### src/rtl/core/ltr_pkg.sv
package ltr_pkg;

  // Configuration register indexes
  localparam logic [1:0] REG_THRESHOLD = 2'd0;
  localparam logic [1:0] REG_COLS      = 2'd1;
  localparam logic [1:0] REG_ROWS      = 2'd2;

  // Register values after reset
  localparam logic [7:0] THRESHOLD_RESET = 8'd50;
  localparam logic [6:0] COLS_RESET      = 7'd27;
  localparam logic [6:0] ROWS_RESET      = 7'd24;

  // Result field widths
  localparam int CORNER_W = 6;
  localparam int AREA_W   = 13;
  localparam int RESULT_W = 40;

  // Sequencer states, one-hot
  typedef enum logic [4:0] {
    ST_IDLE = 5'b00001,
    ST_HGT  = 5'b00010,
    ST_POP  = 5'b00100,
    ST_LOAD = 5'b01000,
    ST_FIN  = 5'b10000
  } state_t;

endpackage

### src/rtl/core/largest_threshold_rectangle.sv
// Each accepted cell steps through ST_HGT, which updates its column height, and then ST_POP;
// each stack entry it pops forms a candidate, and a pop that leaves entries behind passes
// through ST_LOAD to read the new top from the stack memory. The last cell of a row also pops
// for the row flush with a zero-height bar; the last cell of a frame then waits in ST_FIN to
// load the result register, held while a result waits. The input is not ready for a new cell
// until the last one is through; each cell is pushed and popped at most once. Reset: sync.
module largest_threshold_rectangle
  import ltr_pkg::*;
#(
  parameter int MAX_COLS = 64,
  parameter int MAX_ROWS = 64
) (
  input  logic                clk,
  input  logic                rst,
  // s_axis_tdata: cell_value[7:0]
  input  logic                s_axis_tvalid,
  output logic                s_axis_tready,
  input  logic [7:0]          s_axis_tdata,
  // s_axis_tuser: frame_start[0]
  input  logic                s_axis_tuser,
  // m_axis_tdata: found[0], top_row[6:1], left_col[12:7], bottom_row[18:13],
  // right_col[24:19], best_area[37:25], zero[39:38]
  output logic                m_axis_tvalid,
  input  logic                m_axis_tready,
  output logic [RESULT_W-1:0] m_axis_tdata,
  input  logic                cfg_we,
  input  logic [1:0]          cfg_index,
  input  logic [7:0]          cfg_wdata
);

  localparam int CW  = $clog2(MAX_COLS);
  localparam int CJW = $clog2(MAX_COLS + 1);
  localparam int RW  = $clog2(MAX_ROWS);
  localparam int HW  = $clog2(MAX_ROWS + 1);
  localparam int AW  = HW + CJW;
  localparam int SW  = CW + HW;

  state_t state;

  logic [7:0] threshold;
  logic [6:0] cols_in_use;
  logic [6:0] rows_in_use;

  logic [CJW-1:0] cols_eff;
  logic [HW-1:0]  rows_eff;

  // Column heights and their per-frame valid bits
  logic [HW-1:0]       hgt_mem [MAX_COLS];
  logic [MAX_COLS-1:0] hgt_valid;
  logic [HW-1:0]       hgt_rdata;
  logic [CW-1:0]       hgt_raddr;
  logic                hgt_re;
  logic                hgt_we;
  logic [HW-1:0]       h_new;

  // Stack of open bars: start column and height
  logic [SW-1:0]  stk_mem [MAX_COLS];
  logic [SW-1:0]  stk_rdata;
  logic [CW-1:0]  stk_raddr;
  logic [CW-1:0]  stk_waddr;
  logic           stk_re;
  logic           stk_we;
  logic [CJW-1:0] sp;
  logic [HW-1:0]  top_h;
  logic [CW-1:0]  top_start;

  // Current bar
  logic [CJW-1:0] cur_j;
  logic [HW-1:0]  cur_h;
  logic [CW-1:0]  cur_start;
  logic           is_set;
  logic           end_bar;

  logic [CW-1:0] col_count;
  logic [RW-1:0] row_count;

  // Candidate rectangle, compared in the cycle after it is formed
  logic          cand_valid;
  logic [AW-1:0] cand_area;
  logic [RW-1:0] cand_top;
  logic [CW-1:0] cand_left;
  logic [RW-1:0] cand_bottom;
  logic [CW-1:0] cand_right;
  logic          take;

  logic [AW-1:0] best_area;
  logic [RW-1:0] best_top;
  logic [CW-1:0] best_left;
  logic [RW-1:0] best_bottom;
  logic [CW-1:0] best_right;

  logic pop_cond;
  logic push_cond;
  logic in_fire;
  logic emit;

  assign s_axis_tready = (state == ST_IDLE);
  assign in_fire       = s_axis_tvalid && s_axis_tready;

  // Load the result once the last candidate is settled and the output is free
  assign emit = (state == ST_FIN) && !cand_valid && (!m_axis_tvalid || m_axis_tready);

  // Clamp the sizes to 1..MAX
  always_comb begin
    if (cols_in_use == 7'd0) begin
      cols_eff = CJW'(1);
    end else if (32'(cols_in_use) > MAX_COLS) begin
      cols_eff = CJW'(MAX_COLS);
    end else begin
      cols_eff = CJW'(cols_in_use);
    end
    if (rows_in_use == 7'd0) begin
      rows_eff = HW'(1);
    end else if (32'(rows_in_use) > MAX_ROWS) begin
      rows_eff = HW'(MAX_ROWS);
    end else begin
      rows_eff = HW'(rows_in_use);
    end
  end

  // Height memory access
  assign hgt_re    = in_fire;
  assign hgt_raddr = s_axis_tuser ? '0 : col_count;
  assign hgt_we    = (state == ST_HGT);

  always_comb begin
    if (!is_set) begin
      h_new = '0;
    end else if (!hgt_valid[cur_j[CW-1:0]]) begin
      h_new = HW'(1);
    end else if (32'(hgt_rdata) >= MAX_ROWS) begin
      h_new = HW'(MAX_ROWS);
    end else begin
      h_new = hgt_rdata + HW'(1);
    end
  end

  always_ff @(posedge clk) begin
    if (hgt_we) begin
      hgt_mem[cur_j[CW-1:0]] <= h_new;
    end
    if (hgt_re) begin
      hgt_rdata <= hgt_mem[hgt_raddr];
    end
  end

  // Stack control
  assign pop_cond  = (state == ST_POP) && (sp != '0) && (top_h > cur_h);
  assign push_cond = (state == ST_POP) && !pop_cond && (cur_h != '0) &&
                     ((sp == '0) || (top_h < cur_h));
  assign stk_we    = push_cond;
  assign stk_waddr = sp[CW-1:0];
  assign stk_re    = pop_cond && (sp > CJW'(1));
  assign stk_raddr = CW'(sp - CJW'(2));

  always_ff @(posedge clk) begin
    if (stk_we) begin
      stk_mem[stk_waddr] <= {cur_start, cur_h};
    end
    if (stk_re) begin
      stk_rdata <= stk_mem[stk_raddr];
    end
  end

  // Take a candidate with a larger area, or an equal one on the same bottom row further left, then higher
  always_comb begin
    take = 1'b0;
    if (cand_area > best_area) begin
      take = 1'b1;
    end else if ((cand_area == best_area) && (best_area != '0) &&
                 (best_bottom == cand_bottom)) begin
      take = (cand_left < best_left) ||
             ((cand_left == best_left) && (cand_top < best_top));
    end
  end

  // Sequencer
  always_ff @(posedge clk) begin
    if (rst) begin
      state         <= ST_IDLE;
      threshold     <= THRESHOLD_RESET;
      cols_in_use   <= COLS_RESET;
      rows_in_use   <= ROWS_RESET;
      hgt_valid     <= '0;
      sp            <= '0;
      col_count     <= '0;
      row_count     <= '0;
      cand_valid    <= 1'b0;
      best_area     <= '0;
      best_top      <= '0;
      best_left     <= '0;
      best_bottom   <= '0;
      best_right    <= '0;
      end_bar       <= 1'b0;
      m_axis_tvalid <= 1'b0;
    end else begin
      // Drop the result once taken
      if (m_axis_tvalid && m_axis_tready && !emit) begin
        m_axis_tvalid <= 1'b0;
      end

      // Register writes
      if (cfg_we) begin
        unique case (cfg_index)
          REG_THRESHOLD: threshold <= cfg_wdata;
          REG_COLS:      cols_in_use <= cfg_wdata[6:0];
          REG_ROWS:      rows_in_use <= cfg_wdata[6:0];
          default: ;
        endcase
      end

      // Compare the pending candidate; a pop forms the next one
      cand_valid <= pop_cond;
      if (cand_valid && take) begin
        best_area   <= cand_area;
        best_top    <= cand_top;
        best_left   <= cand_left;
        best_bottom <= cand_bottom;
        best_right  <= cand_right;
      end

      unique case (state)
        ST_IDLE: begin
          if (in_fire) begin
            // Restart the frame on frame_start
            if (s_axis_tuser) begin
              hgt_valid   <= '0;
              sp          <= '0;
              col_count   <= '0;
              row_count   <= '0;
              best_area   <= '0;
              best_top    <= '0;
              best_left   <= '0;
              best_bottom <= '0;
              best_right  <= '0;
            end
            cur_j   <= CJW'(hgt_raddr);
            is_set  <= (s_axis_tdata >= threshold);
            end_bar <= 1'b0;
            state   <= ST_HGT;
          end
        end

        ST_HGT: begin
          hgt_valid[cur_j[CW-1:0]] <= 1'b1;
          cur_h     <= h_new;
          cur_start <= cur_j[CW-1:0];
          state     <= ST_POP;
        end

        ST_POP: begin
          if (pop_cond) begin
            // Close the taller bar on top of the stack
            cand_area   <= AW'(top_h) * AW'(cur_j - CJW'(top_start));
            cand_top    <= (32'(top_h) > 32'(row_count) + 1) ? '0 :
                           RW'(32'(row_count) + 1 - 32'(top_h));
            cand_left   <= top_start;
            cand_bottom <= row_count;
            cand_right  <= CW'(cur_j - CJW'(1));
            cur_start   <= top_start;
            sp          <= sp - CJW'(1);
            if (sp > CJW'(1)) begin
              state <= ST_LOAD;
            end
          end else begin
            if (push_cond) begin
              top_h     <= cur_h;
              top_start <= cur_start;
              sp        <= sp + CJW'(1);
            end
            if (!end_bar) begin
              if (32'(cur_j) + 1 < 32'(cols_eff)) begin
                col_count <= CW'(cur_j + CJW'(1));
                state     <= ST_IDLE;
              end else begin
                // Flush the row with a zero-height bar
                end_bar <= 1'b1;
                cur_j   <= cur_j + CJW'(1);
                cur_h   <= '0;
              end
            end else begin
              sp        <= '0;
              col_count <= '0;
              if (32'(row_count) + 1 < 32'(rows_eff)) begin
                row_count <= row_count + RW'(1);
                state     <= ST_IDLE;
              end else begin
                state <= ST_FIN;
              end
            end
          end
        end

        ST_LOAD: begin
          top_h     <= stk_rdata[HW-1:0];
          top_start <= stk_rdata[SW-1:HW];
          state     <= ST_POP;
        end

        ST_FIN: begin
          // Emit the result once the last candidate is settled
          if (emit) begin
            m_axis_tvalid <= 1'b1;
            m_axis_tdata  <= {2'b00, AREA_W'(best_area), CORNER_W'(best_right),
                              CORNER_W'(best_bottom), CORNER_W'(best_left),
                              CORNER_W'(best_top), (best_area != '0)};
            hgt_valid   <= '0;
            sp          <= '0;
            col_count   <= '0;
            row_count   <= '0;
            best_area   <= '0;
            best_top    <= '0;
            best_left   <= '0;
            best_bottom <= '0;
            best_right  <= '0;
            state       <= ST_IDLE;
          end
        end

        default: state <= ST_IDLE;
      endcase
    end
  end

endmodule
### config.mk
export PLATFORM = sky130hd
export DESIGN_NAME = largest_threshold_rectangle
export DESIGN_NICKNAME = d
export VERILOG_FILES = /design/src/rtl/core/ltr_pkg.sv /design/src/rtl/core/largest_threshold_rectangle.sv
export SDC_FILE = /design/constraint.sdc
export NUM_CORES = 2
export LEC_CHECK = 0
export BUFFER_PORTS_ARGS = -buffer_cell sky130_fd_sc_hd__buf_2
export CAP_MARGIN = 25
export CORE_ASPECT_RATIO = 0.5
export CORE_MARGIN = 3
export CORE_UTILIZATION = 57
export CTS_CLUSTER_SIZE = 40
export DETAILED_ROUTE_END_ITERATION = 6
export PLACE_DENSITY = 0.79
export SYNTH_ARGS = -nofsm -noshare
export SYNTH_HDL_FRONTEND = slang
export SYNTH_SLANG_ARGS = --single-unit
### constraint.sdc
create_clock -name clk -period 5.32 [get_ports clk]
set_input_delay 0 -clock clk [delete_from_list [all_inputs] [get_ports clk]]
set_output_delay 0 -clock clk [all_outputs]
set_load 0.005 [all_outputs]
==> results.md <==
* Gr usage total at 0.2674
* Final Cell Area at slightly above 70000 µm²
* Comb pwr share at 0.041
* Nets at about 4100
* Register area share after synthesis at 0.7025
* FF+latch count, synth at roughly 1600
* Finished Layout Cells at 5578
* Peak Freq at approximately 190 MHz
* Hold Path Class: input pin to register
* Wire length per cell at between 20 and 30 µm
* P_int at ~19 mW
* Cts bufs inserted at around 130
* Io pins at between 60 and 70
* CP cell instances: inv_4 > ha_4 > inv_2 > fa_2 > nand2_1 > nand2_1 > a21oi_2 > o21bai_1 > a21oi_2 > xnor2_4 > nand2b_4 > fa_1 > fa_1 > inv_1 > fa_1 > inv_2 > fa_1 > inv_2 > ha_4 > o21ai_1 > o21ai_1 > o311a_1 > a31oi_1 > xnor2_1
* Chip height at 244.0 µm
* Arrival time worst endpoint at a little under 6 ns
* Clk_lat worst skew at between 0.7 and 0.8 ns
* Die ar. at 117600 µm²
* CP Class: register to register
* Post-DRT Antenna Nets at 0
* Max Transition Viols Final at 0
* Layout cells sized above 1 at 0.2061
* Post-synth EDFFs at approximately 1400
* CP Buf/Inv Count at 5
* Vias in the first global route at between 30000 and 40000
* Crit Path Max Fanout at 5
* Slew @ Worst Pin at about 1.0 ns
* Commonest non-fill, non-tap cell in the layout: edfxtp_1
* Most frequent cells in the layout: edfxtp_1, nor2_1, mux4_2, dfxtp_1, mux2i_1
* Most frequent CP cell: fa_1
* Pin count of the biggest net entering global routing at about 160
* Crit-path slowest cell: fa_1
* Clock power frac at 0.402
* R2r setup slk at approximately 0.063 ns
* Pwr dens at approximately 330 nW/µm²
* First-pass GRT wire length at approximately 230000 µm
* Failing checks: design-rule violations
* CTS Buffer Depth at 3
* Slowest Stage Delay on Critical Path at ~0.5 ns
* Switch Pwr at approximately 5 mW
* Die extent in x at 482.0 µm
* Starting Density at 0.5804
* H-tree depth at 4
* Unique cell type count in the Yosys netlist at 75
* Asr flop ratio synth at 0
* Slew headroom at 0.3243
* Lkg Pwr at about 23 nW
* CP Capture Type: register
* DP HPWL at 94510 µm
* P&R area growth vs syn at 11.59%
* Critical Path RT at approximately 6 ns
* DRT Wirelength at ~160000 µm
* FP Rows at 86
* DR vias at 36110
* Power Total at about 24 mW
* Top cell type's share of synthesized area at 0.6556
* Mapped Cells at about 3800
* Syn Area/Cell at roughly 17 µm²
* Clock slew at reported path FFs at about 0.070 ns
* Total gr overflow at 0
* Fin Clk Skew at 0.03284 ns
* Critical path launch point type: register
* Core area at ~110000 µm²
* Vias/cell at approximately 6.5
* Yosys warns at 0
* PortBufs at 63
* Most area-hungry cell type in the Yosys netlist: edfxtp_1
* Pre-antenna DRT Iters at 7
* Sinks on the clock net at around 1600
* Routability Congestion at between 0.9 and 1
* Cell area after synthesis at ~65000 µm²
* Hold Fails Final Rpt at 0
* Initial DRC Count at roughly 5600
* Placed Cells at ~5300
* RSZ-0062 raised after global routing: yes
* Worst vdd ir at about 0.00032 V
* Status: finished with violations
* Synth top area cells: edfxtp_1, mux4_2, dfxtp_1
* Setup TNS at 0 ns
* Maxcap violations at 0
* Placed cell area at approximately 67000 µm²
* Reg power frac at 0.557
* Switch share at 0.2120
* TritonCTS clock tree: yes
* Final setup fails at 0
* Main flop type after synthesis: edfxtp_1
* Minimum clock period at about 5.3 ns
* DRC viols at 1
* Initial antenna violation count at 4
* Period utilization at 0.9881
* Clock Root Buffer: clkbuf_16
* Top delay family on crit path: adder cells
==> metrics by stage <==
step / hold slack [ns] / util / setup WS (ns)
6_report: 0.1185 / 0.6477 / 0.06333
5_1_grt: 0.1234 / 0.6476 / -0.1009
4_1_cts: 0.07085 / 0.6460 / 0.02323
3_5_place_dp: 0.2782 / 0.6053 / -0.03096
3_3_place_gp: 0.2750 / 0.6049 / 0.01428
2_1_floorplan: 0.1251 / - / 0.01003
==> sequential cells by signal, indices dropped and copies added (netlist names), 8 cells and up <==
register,flops
best_area,14
cand_area,14
hgt_mem,448
hgt_valid,64
m_axis_tdata,38
stk_mem,832
stk_rdata,13
threshold,8
==> timing repair <==
| action | in CTS | in global routing |
|---|---|---|
| pin swaps | 3 | 9 |
| gates resized for setup | 5 | 12 |
| cloned | 0 | 0 |
| endpoints found under the hold margin | 50 | 0 |
| hold buffers | 27 | 0 |
| setup buffers | 1 | 3 |
| setup endpoints to repair | 2 | 4 |
==> synth_stat cells, types with 13 or more instances <==
| cell | n |
|---|---|
| a21oi_1 | 136 |
| nand2b_1 | 17 |
| clkbuf_1 | 119 |
| and2_1 | 40 |
| nor3_1 | 23 |
| o22ai_1 | 39 |
| nand2_1 | 115 |
| buf_1 | 20 |
| buf_2 | 45 |
| xnor2_1 | 26 |
| o21ai_0 | 95 |
| ha_1 | 119 |
| nand3_1 | 43 |
| inv_1 | 134 |
| mux2i_1 | 146 |
| a21o_1 | 13 |
| mux4_2 | 292 |
| nor4_1 | 13 |
| nor2b_1 | 20 |
| mux2_2 | 84 |
| edfxtp_1 | 1410 |
| dfxtp_1 | 151 |
| o221ai_1 | 46 |
| fa_1 | 33 |
| and3_1 | 13 |
| a22oi_1 | 28 |
| xor2_1 | 28 |
| nor2_1 | 363 |
==> worst reg2reg max path, delay by kind of cell (launching register included) <==
family	cells	cell delay (ns)
adder cells (fa/ha/maj)	7	2.65
XOR/XNOR	2	0.33
buffers and inverters	5	0.26
flip-flops	1	0.43
AND/OR/NAND/NOR	3	0.32
AO/OA/AOI/OAI	7	1.03
==> power by group through the flow <==
stage / logic [mW] / clock network, mW / registers, mW
2_1_floorplan: 0.624 / 0 / 13.6
3_3_place_gp: 0.892 / 0 / 13.6
3_5_place_dp: 0.914 / 0 / 13.6
4_1_cts: 0.944 / 9.69 / 13.3
5_1_grt: 1.08 / 10.2 / 13.3
6_report: 0.986 / 9.59 / 13.3
==> kinds of logic after synthesis <==
kind of cell             Yosys count  synth area share
other                              1        0.00005807
XOR/XNOR                          54          0.007324
adder cells (fa/ha/maj)          152           0.03329
AND/OR/NAND/NOR                  710           0.05063
multiplexers                     524            0.1399
AO/OA/AOI/OAI                    457           0.04607
buffers and inverters            327           0.02025
flip-flops                      1561            0.7025
==> metal layers <==
layer | part of all wire | routed length (µm) | global-route usage
met2 | 0.48 | 74390 | 0.4180
met4 | 0.029 | 4472 | 0.08564
met3 | 0.10 | 15660 | 0.05120
met5 | 0.000083 | 13 | 0
met1 | 0.39 | 61310 | 0.3856
==> area by class of cell <==
type	instances	area, µm²
inverters	136	513.0
diodes	2	5.005
flip-flops and latches	1561	45370
fillers	7308	39200
clock inverters	77	574.3
well taps	1496	1872
multi-input cells	1899	18190
repair buffers	241	1883
clock buffers	166	3652
==> path summary, 6_finish.rpt <==
check,startpoint,endpoint,cells after the start
max,cur_j[0],cand_area[13],24
min,cfg_wdata[6],rows_in_use[6],4
max reg2reg,cur_j[0],cand_area[13],24
min reg2reg,best_right[3],m_axis_tdata[22],0
(Power assumes the default switching activity.)
